## src/rtl/rfrw_pkg.sv

```systemverilog
// Shared types and constants for the reader-writer lock manager.
// No dependencies; imported by the controller, datapath and top level.
package rfrw_pkg;

  localparam int TID_W = 4;
  localparam int AR_W  = 12;
  localparam logic [AR_W-1:0] AR_MAX = {AR_W{1'b1}};

  localparam logic [1:0] OP_READ   = 2'd0;
  localparam logic [1:0] OP_WRITE  = 2'd1;
  localparam logic [1:0] OP_UNLOCK = 2'd2;
  localparam logic [1:0] OP_RSVD   = 2'd3;

  localparam logic [2:0] ST_RGRANT  = 3'd0;
  localparam logic [2:0] ST_WGRANT  = 3'd1;
  localparam logic [2:0] ST_WAIT    = 3'd2;
  localparam logic [2:0] ST_REL     = 3'd3;
  localparam logic [2:0] ST_NOTHELD = 3'd4;
  localparam logic [2:0] ST_OVF     = 3'd5;
  localparam logic [2:0] ST_BUSY    = 3'd6;

  // commands from controller to datapath
  typedef struct packed {
    logic accept;     // request transfer
    logic dec;        // decode request, count of requester on read port
    logic u_rd;       // read count of upgrader
    logic u_chk;      // try to grant upgrader
    logic h_rd;       // read queue head entry
    logic h_addr;     // read count of head thread
    logic h_chk;      // try to grant queue head
    logic emit;       // results on the output
    logic emit_step;  // result transfer
  } cmd_t;

  // status from datapath to controller
  typedef struct packed {
    logic serve;      // request changed lock state, run the wakeup walk
    logic ub;         // upgrade slot taken
    logic fill_zero;  // queue empty
    logic head_ok;    // head granted this cycle
    logic last;       // current result is the final one
  } sts_t;

endpackage

```

## src/rtl/rfrw_ctrl.sv

```systemverilog
// Controller state machine for the lock manager.
// Depends on rfrw_pkg (cmd_t, sts_t).
module rfrw_ctrl (
  input  logic           clk,
  input  logic           rst,
  input  logic           in_valid,
  output logic           in_stall,
  output logic           out_valid,
  input  logic           out_stall,
  input  rfrw_pkg::sts_t sts,
  output rfrw_pkg::cmd_t cmd
);
  import rfrw_pkg::*;

  localparam logic [2:0] S_IDLE = 3'd0;
  localparam logic [2:0] S_DEC  = 3'd1;
  localparam logic [2:0] S_U    = 3'd2;
  localparam logic [2:0] S_U2   = 3'd3;
  localparam logic [2:0] S_H    = 3'd4;
  localparam logic [2:0] S_H2   = 3'd5;
  localparam logic [2:0] S_H3   = 3'd6;
  localparam logic [2:0] S_EMIT = 3'd7;

  logic [2:0] state, state_next;

  always_comb begin
    state_next = state;
    case (state)
      S_IDLE: if (in_valid) state_next = S_DEC;
      S_DEC:  state_next = sts.serve ? S_U : S_EMIT;
      S_U:    state_next = sts.ub ? S_U2 : S_H;
      S_U2:   state_next = S_H;
      S_H:    state_next = sts.fill_zero ? S_EMIT : S_H2;
      S_H2:   state_next = S_H3;
      S_H3:   state_next = sts.head_ok ? S_U : S_EMIT;
      S_EMIT: if (!out_stall && sts.last) state_next = S_IDLE;
      default: state_next = S_IDLE;
    endcase
  end

  always_ff @(posedge clk) begin
    if (rst) state <= S_IDLE;
    else     state <= state_next;
  end

  assign in_stall  = (state != S_IDLE);
  assign out_valid = (state == S_EMIT);

  always_comb begin
    cmd           = '0;
    cmd.accept    = (state == S_IDLE) && in_valid;
    cmd.dec       = (state == S_DEC);
    cmd.u_rd      = (state == S_U);
    cmd.u_chk     = (state == S_U2);
    cmd.h_rd      = (state == S_H);
    cmd.h_addr    = (state == S_H2);
    cmd.h_chk     = (state == S_H3);
    cmd.emit      = (state == S_EMIT);
    cmd.emit_step = (state == S_EMIT) && !out_stall;
  end

  assert property (@(posedge clk) disable iff (rst)
    (state == S_EMIT && out_stall) |=> (state == S_EMIT))
    else $error("left result state while stalled");
  assert property (@(posedge clk) disable iff (rst)
    (state == S_IDLE && in_valid) |=> (state == S_DEC))
    else $error("accepted request not decoded");
  assert property (@(posedge clk) disable iff (rst)
    (state == S_U && !sts.ub) |=> (state == S_H))
    else $error("upgrade check without upgrader");

endmodule

```

## src/rtl/rfrw_dp.sv

```systemverilog
// Datapath for the lock manager: counters, read count memory, wait queue,
// grant buffer and result selection. Depends on rfrw_pkg.
module rfrw_dp #(
  parameter int NUM_THREADS = 16,
  parameter int COUNT_WIDTH = 8
) (
  input  logic                       clk,
  input  logic                       rst,
  input  logic [rfrw_pkg::TID_W-1:0] thread_id,
  input  logic [1:0]                 opcode,
  input  rfrw_pkg::cmd_t             cmd,
  output rfrw_pkg::sts_t             sts,
  output logic [rfrw_pkg::TID_W-1:0] target_thread,
  output logic [2:0]                 status,
  output logic                       last
);
  import rfrw_pkg::*;

  localparam int TW = $clog2(NUM_THREADS);
  localparam int FW = $clog2(NUM_THREADS + 1);
  localparam int GD = NUM_THREADS + 1;
  localparam int GI = $clog2(GD);
  localparam int GW = $clog2(GD + 1);
  localparam int MW = (AR_W > COUNT_WIDTH) ? AR_W : COUNT_WIDTH;
  localparam logic [COUNT_WIDTH-1:0] CMAX = {COUNT_WIDTH{1'b1}};

  // request
  logic [TID_W-1:0] t_q;
  logic [1:0]       op_q;
  logic [2:0]       own, own_next;

  // lock state
  logic [AR_W-1:0]        ar, ar_next;
  logic [COUNT_WIDTH-1:0] wd, wd_next;
  logic [TID_W-1:0]       wo, wo_next;
  logic                   ub, ub_next;
  logic [TID_W-1:0]       uo, uo_next;
  logic [TW-1:0]          head, head_next, tail, tail_next;
  logic [FW-1:0]          fill, fill_next;
  logic [NUM_THREADS-1:0] waiting, waiting_next;

  // read count memory with valid bits
  logic [COUNT_WIDTH-1:0] cnt_mem [NUM_THREADS];
  logic [NUM_THREADS-1:0] cnt_vld;
  logic [COUNT_WIDTH-1:0] cnt_q, cnt_rd, cnt_wd;
  logic                   cnt_vq, cnt_we;
  logic [TW-1:0]          cnt_ra, cnt_wa;

  // wait queue
  logic [TID_W:0] fmem [NUM_THREADS];
  logic [TID_W:0] fifo_q;
  logic           push, push_w;

  // grant buffer
  logic [TID_W:0]   gbuf [GD];
  logic [GW-1:0]    gn, eidx;
  logic [TID_W-1:0] lthr;
  logic             lw;
  logic             grant, g_w;
  logic [TID_W-1:0] g_thr;

  logic [TW-1:0]    t_idx, u_idx, h_idx;
  logic             pre_ok, wr_held, h_ok;
  logic [MW-1:0]    ar_x, rd_x;

  assign t_idx  = TW'(t_q);
  assign u_idx  = TW'(uo);
  assign h_idx  = TW'(fifo_q[TID_W-1:0]);
  assign cnt_rd = cnt_vq ? cnt_q : '0;
  assign ar_x   = MW'(ar);
  assign rd_x   = MW'(cnt_rd);

  assign pre_ok = (32'(t_q) < NUM_THREADS) && !waiting[t_idx] &&
                  !(ub && uo == t_q) && (op_q != OP_RSVD);
  assign wr_held = (wd != '0) && (wo == t_q);

  always_comb begin
    cnt_ra = '0;
    if (cmd.accept)      cnt_ra = TW'(thread_id);
    else if (cmd.u_rd)   cnt_ra = u_idx;
    else if (cmd.h_addr) cnt_ra = h_idx;
  end

  always_comb begin
    ar_next = ar; wd_next = wd; wo_next = wo; ub_next = ub; uo_next = uo;
    head_next = head; tail_next = tail; fill_next = fill; waiting_next = waiting;
    own_next = own;
    cnt_we = 1'b0; cnt_wa = t_idx; cnt_wd = cnt_rd;
    push = 1'b0; push_w = 1'b0;
    grant = 1'b0; g_thr = t_q; g_w = 1'b0;
    h_ok = 1'b0;

    if (cmd.dec) begin
      own_next = ST_BUSY;
      if (pre_ok) begin
        case (op_q)
          OP_READ: begin
            if (wr_held) begin
              if (cnt_rd == CMAX) own_next = ST_OVF;
              else begin
                cnt_we = 1'b1; cnt_wd = cnt_rd + 1'b1; own_next = ST_RGRANT;
              end
            end else if (cnt_rd != '0) begin
              if (cnt_rd == CMAX || ar == AR_MAX) own_next = ST_OVF;
              else begin
                cnt_we = 1'b1; cnt_wd = cnt_rd + 1'b1;
                ar_next = ar + 1'b1; own_next = ST_RGRANT;
              end
            end else begin
              push = 1'b1;
            end
          end
          OP_WRITE: begin
            if (wr_held) begin
              if (wd == CMAX) own_next = ST_OVF;
              else begin
                wd_next = wd + 1'b1; own_next = ST_WGRANT;
              end
            end else if (cnt_rd != '0 && !ub) begin
              ub_next = 1'b1; uo_next = t_q; own_next = ST_WAIT;
            end else begin
              if (cnt_rd != '0) begin
                ar_next = (ar_x >= rd_x) ? AR_W'(ar_x - rd_x) : '0;
                cnt_we = 1'b1; cnt_wd = '0;
              end
              push = 1'b1; push_w = 1'b1;
            end
          end
          default: begin
            if (wr_held && cnt_rd != '0) begin
              cnt_we = 1'b1; cnt_wd = cnt_rd - 1'b1; own_next = ST_REL;
            end else if (wr_held) begin
              wd_next = wd - 1'b1;
              if (wd == COUNT_WIDTH'(1)) wo_next = '0;
              own_next = ST_REL;
            end else if (cnt_rd != '0) begin
              cnt_we = 1'b1; cnt_wd = cnt_rd - 1'b1;
              if (ar != '0) ar_next = ar - 1'b1;
              own_next = ST_REL;
            end else begin
              own_next = ST_NOTHELD;
            end
          end
        endcase
        if (push && fill < FW'(NUM_THREADS)) begin
          tail_next = (tail == TW'(NUM_THREADS - 1)) ? '0 : tail + 1'b1;
          fill_next = fill + 1'b1;
          waiting_next[t_idx] = 1'b1;
          own_next = ST_WAIT;
        end
      end
    end

    if (cmd.u_chk) begin
      if (ub && wd == '0 && ar_x <= rd_x) begin
        ar_next = AR_W'(ar_x - rd_x);
        cnt_we = 1'b1; cnt_wa = u_idx; cnt_wd = '0;
        wo_next = uo; wd_next = COUNT_WIDTH'(1); ub_next = 1'b0;
        grant = 1'b1; g_thr = uo; g_w = 1'b1;
      end
    end

    if (cmd.h_chk) begin
      g_thr = fifo_q[TID_W-1:0];
      if (fifo_q[TID_W]) begin
        h_ok = (ar == '0) && (wd == '0);
        if (h_ok) begin
          wo_next = fifo_q[TID_W-1:0]; wd_next = COUNT_WIDTH'(1); g_w = 1'b1;
        end
      end else begin
        h_ok = (wd == '0) && !ub && (ar != AR_MAX) && (cnt_rd != CMAX);
        if (h_ok) begin
          cnt_we = 1'b1; cnt_wa = h_idx; cnt_wd = cnt_rd + 1'b1;
          ar_next = ar + 1'b1;
        end
      end
      if (h_ok) begin
        head_next = (head == TW'(NUM_THREADS - 1)) ? '0 : head + 1'b1;
        fill_next = fill - 1'b1;
        waiting_next[h_idx] = 1'b0;
        grant = 1'b1;
      end
    end
  end

  always_ff @(posedge clk) begin
    if (rst) begin
      ar <= '0; wd <= '0; wo <= '0; ub <= 1'b0; uo <= '0;
      head <= '0; tail <= '0; fill <= '0; waiting <= '0;
      cnt_vld <= '0; gn <= '0; eidx <= '0;
    end else begin
      ar <= ar_next; wd <= wd_next; wo <= wo_next; ub <= ub_next; uo <= uo_next;
      head <= head_next; tail <= tail_next; fill <= fill_next;
      waiting <= waiting_next;
      if (cnt_we) cnt_vld[cnt_wa] <= 1'b1;
      if (cmd.accept) begin
        gn <= '0; eidx <= '0;
      end else begin
        if (grant) gn <= gn + 1'b1;
        if (cmd.emit_step) eidx <= eidx + 1'b1;
      end
    end
  end

  always_ff @(posedge clk) begin
    if (cmd.accept) begin
      t_q <= thread_id; op_q <= opcode;
    end
    own <= own_next;
    if (cnt_we) cnt_mem[cnt_wa] <= cnt_wd;
    cnt_q  <= cnt_mem[cnt_ra];
    cnt_vq <= cnt_vld[cnt_ra];
    if (cmd.dec && push && pre_ok && fill < FW'(NUM_THREADS))
      fmem[tail] <= {push_w, t_q};
    if (cmd.h_rd) fifo_q <= fmem[head];
    if (grant) begin
      gbuf[GI'(gn)] <= {g_w, g_thr};
      lthr <= g_thr; lw <= g_w;
    end
  end

  // requester's own grant, if any, is the last grant and replaces "waiting"
  logic          repl;
  logic [GW-1:0] gsel;
  assign repl = (own == ST_WAIT) && (gn != '0) && (lthr == t_q);
  assign gsel = eidx - 1'b1;

  always_comb begin
    if (eidx == '0) begin
      target_thread = t_q;
      status = repl ? (lw ? ST_WGRANT : ST_RGRANT) : own;
    end else begin
      target_thread = gbuf[GI'(gsel)][TID_W-1:0];
      status = gbuf[GI'(gsel)][TID_W] ? ST_WGRANT : ST_RGRANT;
    end
    last = (eidx == gn - GW'(repl));
  end

  always_comb begin
    sts           = '0;
    sts.serve     = (own_next == ST_RGRANT) || (own_next == ST_WGRANT) ||
                    (own_next == ST_WAIT) || (own_next == ST_REL);
    sts.ub        = ub;
    sts.fill_zero = (fill == '0);
    sts.head_ok   = h_ok;
    sts.last      = last;
  end

  assert property (@(posedge clk) disable iff (rst)
    $countones(waiting) == int'(fill))
    else $error("queue fill disagrees with waiting marks");
  assert property (@(posedge clk) disable iff (rst)
    (wd == '0) |-> (wo == '0))
    else $error("writer owner set without write hold");
  assert property (@(posedge clk) disable iff (rst)
    ub |-> !waiting[u_idx])
    else $error("upgrader also queued");
  assert property (@(posedge clk) disable iff (rst)
    int'(gn) <= GD)
    else $error("grant buffer overrun");

endmodule

```

## src/rtl/reentrant_fifo_rwlock_manager.sv

```systemverilog
// Steps: a request is taken and decoded; with the lock state unchanged its
// result follows, else the wakeup walk runs first: an upgrader check (count
// read, grant check; skipped with no upgrader), then a queue head check
// (entry read, count read, grant check; skipped with an empty queue); the walk
// repeats per head grant. Requests go one at a time, after the last result.
// Reset (rst, synchronous): all counts, owners, queue pointers and waiting
// marks clear; queue entries stay unset until written.
module reentrant_fifo_rwlock_manager #(
  parameter int NUM_THREADS = 16,
  parameter int COUNT_WIDTH = 8
) (
  input  logic                       clk,
  input  logic                       rst,
  input  logic                       in_valid,
  output logic                       in_stall,
  input  logic [rfrw_pkg::TID_W-1:0] thread_id,
  input  logic [1:0]                 opcode,
  output logic                       out_valid,
  input  logic                       out_stall,
  output logic [rfrw_pkg::TID_W-1:0] target_thread,
  output logic [2:0]                 status,
  output logic                       last
);
  import rfrw_pkg::*;

  // controller steps the request: decode, then upgrader / queue head walk,
  // then one result transfer per cycle from the result state unless stalled
  cmd_t cmd;
  sts_t sts;

  rfrw_ctrl u_ctrl (
    .clk       (clk),
    .rst       (rst),
    .in_valid  (in_valid),
    .in_stall  (in_stall),
    .out_valid (out_valid),
    .out_stall (out_stall),
    .sts       (sts),
    .cmd       (cmd)
  );

  // datapath holds lock state, the wait queue and buffered grants
  rfrw_dp #(
    .NUM_THREADS (NUM_THREADS),
    .COUNT_WIDTH (COUNT_WIDTH)
  ) u_dp (
    .clk           (clk),
    .rst           (rst),
    .thread_id     (thread_id),
    .opcode        (opcode),
    .cmd           (cmd),
    .sts           (sts),
    .target_thread (target_thread),
    .status        (status),
    .last          (last)
  );

endmodule

```

## config.mk

```make
export PLATFORM = sky130hd
export DESIGN_NAME = reentrant_fifo_rwlock_manager
export DESIGN_NICKNAME = d
export VERILOG_FILES = /design/src/rtl/rfrw_pkg.sv /design/src/rtl/rfrw_ctrl.sv /design/src/rtl/rfrw_dp.sv /design/src/rtl/reentrant_fifo_rwlock_manager.sv
export SDC_FILE = /design/constraint.sdc
export NUM_CORES = 1
export LEC_CHECK = 0
export CORE_MARGIN = 2
export CORE_UTILIZATION = 55
export CTS_CLUSTER_SIZE = 20
export DETAILED_ROUTE_END_ITERATION = 6
export DONT_BUFFER_PORTS = 1
export PLACE_DENSITY_LB_ADDON = 0.1
export SLEW_MARGIN = 20
export SYNTH_ARGS = -nofsm -noshare
export SYNTH_HDL_FRONTEND = slang
export SYNTH_HIERARCHICAL = 1
export SYNTH_SLANG_ARGS = --single-unit
```

## constraint.sdc

```tcl
create_clock -name clk -period 13.3 [get_ports clk]
set_clock_uncertainty 0.2 [all_clocks]
set_input_delay 2.66 -clock clk [delete_from_list [all_inputs] [get_ports clk]]
set_output_delay 2.66 -clock clk [all_outputs]
set_load 0.01 [all_outputs]
```

After elaboration in Yosys (flattened, before gate mapping):

Memory sizes are Yosys's and may differ from the RTL's. A register that Yosys moved wholly into a read port is not among the register bits.
Index checks and enable logic that the tools add are counted.

* $add $sub $neg: 15
* multiply operators: 0
* div/mod/pow operators: 0
* order comparisons: 10
* equality and inequality tests: 27
* shift operators: 0
* muxes and demuxes: 170
* bitwise logic cells: 5
* reductions and logical operators: 50

Operators by type and width (count)
* $mux W8: 29
* $mux W12: 18
* $mux W4: 23
* $mux W16: 5
* $mux W3: 20
* $mux W1: 57
* $or A16 B16 Y16: 2
* $pmux W8 S2: 2
* $mux W5: 5
* $logic_and A1 B1 Y1: 24
* $pmux W12 S2: 1
* $pmux W3 S8: 1
* $lt A4 B5 Y1 const B: 4
* $add A8 B1 Y8 const B: 2
* $and A16 B16 Y16: 1
* $eq A8 B8 Y1 const B: 2
* $not A16 Y16: 1
* $reduce_bool A8 Y1: 2
* $sub A8 B1 Y8 const B: 2
* $add A5 B1 Y5 const B: 3
* $eq A3 B2 Y1 const B: 5
* $add A12 B1 Y12 const B: 1
* $demux W1 S4: 3
* $eq A12 B12 Y1 const B: 1
* other kinds (39): 63

* bits in registers: 102
* bits in latches: 0
* memory bits (writable): 293
* ROM bits: 0
* output and inout bits: 10
* logic and storage cells: 299
* memories: 3

Memories
* u_dp.cnt_mem: words 16, width 8, rd ports 1, clocked after Yosys merged registers in 1, write ports 1, line rfrw_dp.sv:43 `logic [COUNT_WIDTH-1:0] cnt_mem [NUM_THREADS];`
* u_dp.gbuf: words 17, width 5, rd ports 1, clocked after Yosys merged registers in 0, write ports 1, line rfrw_dp.sv:55 `logic [TID_W:0] gbuf [GD];`
* u_dp.fmem: words 16, width 5, rd ports 1, clocked after Yosys merged registers in 1, write ports 1, line rfrw_dp.sv:50 `logic [TID_W:0] fmem [NUM_THREADS];`

Logic depth before layout (Yosys ltp):

Gate-level depths: netlist of run 1.

* word-level depth: 18
* gate-level depth with buffers: 16
* depth with buffers taken out: 14

Hierarchy:

Netlist of run 1, hierarchy kept.

By module, submodules not included
* rfrw_dp: times used 1, cells an instance 1520, area an instance 19239.7 um^2, seq. area each 11200.7 um^2
* rfrw_ctrl: times used 1, cells an instance 39, area an instance 294.0 um^2, seq. area each 60.1 um^2

Worst setup path before layout of run 1:

OpenSTA, ideal clock, no wires.

* path type: reg-to-output
* start: register u_dp.t_q[0], in the netlist u_dp/t_idx[0]
* end: output last
* arrival time: 3.031 ns
* data required time: 10.440 ns
* setup slack: 7.409 ns
* stages on the path, launching flop included: 11
* buffers on the path: 2
* cells stage by stage: edfxtp_1 -> buf_4 -> buf_1 -> xor2_1 -> nor4_1 -> ha_1 -> ha_1 -> o21ai_0 -> mux2i_1 -> a21oi_1 -> a2111oi_0

* cells in the longest elaborated chain, start to end: 4

RTL lines
* start, declared: line rfrw_dp.sv:28 `logic [TID_W-1:0] t_q;`
* start signal, assigned: line rfrw_dp.sv:207 `t_q <= thread_id; op_q <= opcode;`
* $eq A4 B4 Y1: line rfrw_dp.sv:225 `assign repl = (own == ST_WAIT) && (gn != '0) && (lthr == t_q);`
* $logic_and A1 B1 Y1: line rfrw_dp.sv:225
* $sub A5 B1 Y5: line rfrw_dp.sv:236 `last = (eidx == gn - GW'(repl));`
* $eq A5 B5 Y1: line rfrw_dp.sv:236
* end, declared: line reentrant_fifo_rwlock_manager.sv:22 `output logic last`

No other way between the ends.

Worst setup path in the final report of run 1:

* start: register u_dp.gn[2]
* end: output last

* cells in the longest elaborated chain, start to end: 5

RTL lines
* start, declared: line rfrw_dp.sv:56 `logic [GW-1:0] gn, eidx;`
* start signal, assigned: line rfrw_dp.sv:199 `if (grant) gn <= gn + 1'b1;`
* $reduce_bool A5 Y1: line rfrw_dp.sv:225
* $logic_and A1 B1 Y1 (2 in a row): line rfrw_dp.sv:225
* $sub A5 B1 Y5 (*): line rfrw_dp.sv:236
* $eq A5 B5 Y1 (*): line rfrw_dp.sv:236

Every way passes the cells marked *; elsewhere a longest branch is shown, timed or not.

==> impl_metrics.tcl, run 1 <==
set metrics [dict create \
    start_util 0.554 \
    drive_gt1_frac 0.149 \
    status "finished, final reports clean" \
    cp_common_cell "ha_1" \
    design_area_um2 21400 \
    synth_nets 1603 \
    die_h_um 192 \
    r2r-start "u_dp/cnt_vq" \
    dieArea_um2 37000 \
    overflow 0 \
    cts_sinks 408 \
    dr.pass1.iters 6 \
    finalMaxSlewViolations 0 \
    ys_warn_count 6 \
    fin_crit_ns 6.68 \
    post_dp_cell_area_um2 19900 \
    grt_pass1_wl_mm 72.4 \
    crit_start "u_dp/gn[2]" \
    cts_hold_buffers 0 \
    diodes 0 \
    dp.cells 1938 \
    cts-root-buf "clkbuf_16" \
    stdcell_count 2022 \
    finalSetupViolCount 0 \
    boundaryPins 20 \
    critPathCaptureType "output pin" \
    wl_per_cell_um 22.9 \
    area_growth_pct 9.59 \
    die_w_um 192 \
    layout.cells.most_common "edfxtp_1" \
    grt_pass1_vias 12464 \
    drc 0 \
    via_count 12928 \
    netlist_instances 1558 \
    drtAntennaViolNets 0 \
    critPathCapture "last" \
    antenna_found_initial 0 \
    min_path_type "flip-flop to flip-flop" \
    clk_pin_slew_worst_paths_ns 0.06 \
    crit_type "flip-flop to output pin" \
    tightest_slew_ns 1.10 \
    clock_latency_ns 0.57 \
    num_rows 69 \
    postSynthAreaPerCell_um2 12.5 \
    crit_path_max_incr_delay_ns 0.97 \
    finalCritPeriodShare 0.502 \
    cts_buffers 44 \
    fin_tns_setup_ns 0 \
    hold_viol 0 \
    final_nets 1570 \
    core_um2 35200 \
    max-vdd-ir-drop_uv 144 \
    worstPathRequired_ns 10.44 \
    postCtsSetupBuffers 0 \
    slew-limit-headroom 0.263 \
    final_cell_mix "edfxtp_1 (309), nor2_1 (157), nand2_1 (120), dfxtp_1 (99), mux4_2 (91)" \
    routed_wl_mm 46.4 \
    maxCapViolCount 0 \
    r2r-end "u_dp/cnt_mem[14][5]" \
    io_buffers 0 \
    min_from "u_dp/cnt_vld[1]" \
    path_max_fanout 11 \
    cts_buffer_depth 3 \
    cts_resized 0 \
    crit_chain "or3_1 > o2111ai_1 > nor4_1 > ha_1 > ha_1 > o21ai_0 > mux2i_1 > a21oi_1 > a2111oi_1" \
    crit_path_start_kind "flip-flop" \
    power_density_nw_per_um2 158 \
    grt_max_degree 79 \
    rsz0062_at_grt "false" \
    synth_area_um2 19500 \
    gp_congestion 0.901 \
    p_leak_nw 6.79 \
    r2r_slack_ns 7.55 \
    cts_htree_levels 2 \
    grt.total_usage 0.258 \
    reg2reg_depth 13 \
    drtIter0Drc 1446 \
    crit_slowest_cell "a2111oi_1" \
    vias_per_cell 6.39 \
    cts_tree "built" \
    cp.arrival_ns 3.82 \
    fmax_mhz 150 \
    hpwl_mm 30.9 \
    fillers 2770 \
]
power by group:
part | leakage, nW | total, mW | switching [mW] | internal (mW)
logic | 2.48 | 0.644 | 0.411 | 0.233
clock network | 0.704 | 1.20 | 0.496 | 0.700
registers | 3.61 | 1.55 | 0.0783 | 1.47
area by class of cell:
| type | count | area, µm² | area share |
|---|---|---|---|
| flip-flops and latches | 408 | 11300 | 0.526 |
| inverters | 48 | 180 | 0.00842 |
| repair buffers | 24 | 178 | 0.00830 |
| clock buffers | 60 | 1240 | 0.0581 |
| clock inverters | 22 | 205 | 0.00959 |
| multi-input cells | 999 | 7750 | 0.362 |
| well taps | 461 | 577 | 0.0270 |
critical path: cells and delay by family, from the launching register on:
family	cells	cell delay, ns
simple gates	2	0.69
compound gates	4	1.31
fa+ha+maj	2	0.52
flops	1	0.56
mux	1	0.17
flip-flops by register name, indices dropped and copies added, names as in the netlist, 2 cells and up:
signal	flops
u_dp/fill	5
u_dp/tail	4
u_dp/eidx	5
u_dp/gn	5
u_dp/ar	12
u_dp/fifo_q	5
u_dp/fmem	80
u_dp/gbuf	85
u_ctrl/state	3
u_dp/lthr	4
u_dp/op_q	2
u_dp/u_idx	4
u_dp/wo	4
u_dp/cnt_vld	16
u_dp/cnt_mem	128
u_dp/wd	8
u_dp/cnt_q	8
u_dp/waiting	16
u_dp/head	4
u_dp/own	3
u_dp/t_idx	4
worst min-delay path by stage:
stage	cells after the start	slack, ns	to
global route	2	0.29	u_dp/cnt_vld[3]
floorplan	2	0.25	u_dp/cnt_vld[10]
finish	2	0.27	u_dp/cnt_vld[1]
CTS	2	0.27	u_dp/cnt_vld[8]
global placement	2	0.25	u_dp/cnt_vld[0]
detailed placement	2	0.26	u_dp/cnt_vld[8]
per-layer routing:
metal | track usage | up-vias | routed length (µm)
met5 | 0 | - | 0
met4 | 0.0690 | 0 | 976
met3 | 0.0522 | 93 | 3680
met2 | 0.396 | 574 | 21500
met1 | 0.377 | 6340 | 20300
li1 | - | 5921 | -
through the flow:
stage	setup WS [ns]	total power, mW	utilization	hold slack, ns
detailed placement	7.27	2.21	0.565	0.261
CTS	6.55	3.41	0.607	0.269
global route	6.24	3.53	0.607	0.291
global placement	7.34	2.20	0.565	0.254
finish	6.62	3.39	0.607	0.271
floorplan	7.41	2.01	-	0.246
No activity file was read; power rests on OpenSTA's default activity.
==> inputs of run 2 (changes only) <==
==> constraint.sdc (replaced) <==
create_clock -name clk -period 6.5 [get_ports clk]
set_clock_uncertainty 0.2 [all_clocks]
set_input_delay 1.3 -clock clk [delete_from_list [all_inputs] [get_ports clk]]
set_output_delay 1.3 -clock clk [all_outputs]
set_load 0.01 [all_outputs]
==> run 2 against run 1 <==
Net effect: worst hold slack got worse by 0.0017 ns; clock-buffer cell count decreased by 8; non-clock buffer count grew 9; sequential share of layout area about the same; total power rose by 100%; combinational power increased by 110%; sequential power increased by 110%; global-route usage rose by 0.73 points; die area did not move; utilization barely moved; via count rose by 1.2%; critical path type unchanged; largest cell class unchanged.
==> impl_metrics.tcl, run 2 (synthesized netlist as in run 1, its figures left out) <==
set metrics [dict create \
    switchingPower_mw 2.03 \
    area_growth_pct 9.58 \
    cts_hold_buffers 0 \
    internal_power_mw 4.91 \
    cts_tree "built" \
    cts-root-buf "clkbuf_16" \
    hpwl_mm 32.0 \
    crit_path_max_incr_delay_ns 1.00 \
    regMostFlops "u_dp/cnt_mem" \
    final_cell_mix "edfxtp_1 (309), nor2_1 (157), nand2_1 (120), dfxtp_1 (98), mux4_2 (91)" \
    grt_pass1_vias 12635 \
    grt.total_usage 0.265 \
    cts_buffer_depth 3 \
    min_path_type "flip-flop to flip-flop" \
    reg2reg_depth 14 \
    fin_tns_setup_ns 0 \
    top_regs "u_dp/cnt_mem x128, u_dp/gbuf x85, u_dp/fmem x80" \
    routed_wl_mm 47.9 \
    fin_crit_ns 5.41 \
    clock_power_share 0.347 \
    path_max_fanout 27 \
    tightest_slew_ns 1.21 \
    place_worst_setup_slack_ns 1.40 \
    largest_reg_flops 128 \
    drc 0 \
    start_util 0.554 \
    crit_path_start_kind "flip-flop" \
    r2r-start "u_dp/cnt_vq" \
    postCtsSetupBuffers 0 \
    num_rows 69 \
    die_h_um 192 \
    cp_common_cell "ha_1" \
    crit_chain "xor2_1 > nor4_1 > ha_1 > ha_1 > o21ai_0 > mux2i_1 > a21oi_1 > a2111oi_2" \
    clk_pin_slew_worst_paths_ns 0.06 \
    overflow 0 \
    fin_ws_ns 1.09 \
    drtAntennaViolNets 0 \
    slew-limit-headroom 0.191 \
    cp.depth 8 \
    grt_pass1_wl_mm 73.8 \
    p_leak_nw 6.81 \
    diodes 0 \
    clock_latency_ns 0.57 \
    status "finished, final reports clean" \
    crit_type "flip-flop to output pin" \
    cts_resized 0 \
    layout.cells.most_common "edfxtp_1" \
    fmax_mhz 185 \
    dr.pass1.iters 6 \
    drive_gt1_frac 0.152 \
    drtIter0Drc 1369 \
    final_nets 1578 \
    pwr-share-comb 0.194 \
    fillers 2758 \
    path_buf_inv 0 \
    power_density_nw_per_um2 325 \
    cts_htree_levels 2 \
    finalMaxSlewViolations 0 \
    critPathCaptureType "output pin" \
    antenna_found_initial 0 \
    wl_per_cell_um 23.6 \
    dieArea_um2 37000 \
    boundaryPins 20 \
    finalSetupViolCount 0 \
    finalCritPeriodShare 0.833 \
    crit_start "u_dp/t_idx[0]" \
    via_count 13080 \
    crit_family "flip-flops" \
    worstPathRequired_ns 5.00 \
    grt_max_degree 79 \
    p_sw_frac 0.293 \
    hold_viol 0 \
    cts_buffers 43 \
    max-vdd-ir-drop_uv 321 \
    maxCapViolCount 0 \
    cp.arrival_ns 3.91 \
    vias_per_cell 6.45 \
    min_from "u_dp/cnt_vld[9]" \
    power.share.sequential 0.459 \
    crit_slowest_cell "edfxtp_1" \
    io_buffers 0 \
    gp_congestion 0.931 \
    die_w_um 192 \
    cts_sinks 408 \
    rsz0062_at_grt "false" \
    core_um2 35200 \
    holdPathStages 2 \
]
run 2: through the flow:
| step | utilization | hold slack (ns) | instances | power, mW | cell area, µm² |
|---|---|---|---|---|---|
| 4_1_cts | 0.607 | 0.269 | 2028 | 6.98 | 21400 |
| 6_report | 0.607 | 0.269 | 2028 | 6.94 | 21400 |
| 3_3_place_gp | 0.568 | 0.253 | 1949 | 4.55 | 20000 |
| 2_1_floorplan | - | 0.246 | 1558 | 4.11 | 19500 |
| 3_5_place_dp | 0.568 | 0.260 | 1949 | 4.56 | 20000 |
| 5_1_grt | 0.607 | 0.298 | 2028 | 7.21 | 21400 |
run 2: path summary, 6_finish.rpt:
path,slack (ns),to
worst max-delay path,1.09,last
worst min-delay path,0.27,u_dp/cnt_vld[9]
worst max register to register,1.48,u_dp/cnt_mem[8][0]
worst min register to register,0.27,u_dp/cnt_vld[9]
run 2: power groups by stage:
stage	Sequential, mW	Combinational (mW)	Clock, mW
after floorplan	3.13	0.985	0
after global placement	3.24	1.31	0
after detailed placement	3.24	1.33	0
after CTS	3.18	1.33	2.47
after global routing	3.20	1.44	2.56
final	3.19	1.34	2.41
run 2: routing by layer:
metal	vias to the layer above	GRT usage	wire, µm
met5	-	0	0
met4	0	0.0790	1140
met3	88	0.0427	3520
met2	560	0.409	21900
met1	6488	0.390	21300
li1	5944	-	-
run 2: cell type report:
| class | count | area [µm²] | area share |
|---|---|---|---|
| clock buffers | 52 | 1130 | 0.0529 |
| clock inverters | 27 | 259 | 0.0121 |
| inverters | 48 | 180 | 0.00842 |
| multi-input cells | 999 | 7740 | 0.362 |
| flip-flops and latches | 408 | 11300 | 0.526 |
| well taps | 461 | 577 | 0.0270 |
| repair buffers | 33 | 248 | 0.0116 |
run 2: worst register-to-register path, stage by stage, from the launching register on:
cell     delay [ns]
dfxtp_1        0.30
buf_4          0.21
nand2_1        0.25
inv_1          0.19
ha_1           0.19
inv_1          0.06
fa_1           0.42
nand3_1        0.16
a21oi_1        0.12
o22ai_1        0.37
nand2_1        0.41
mux2_2         0.41
mux2_2         0.30
or2_2          0.41
nor2_1         0.63
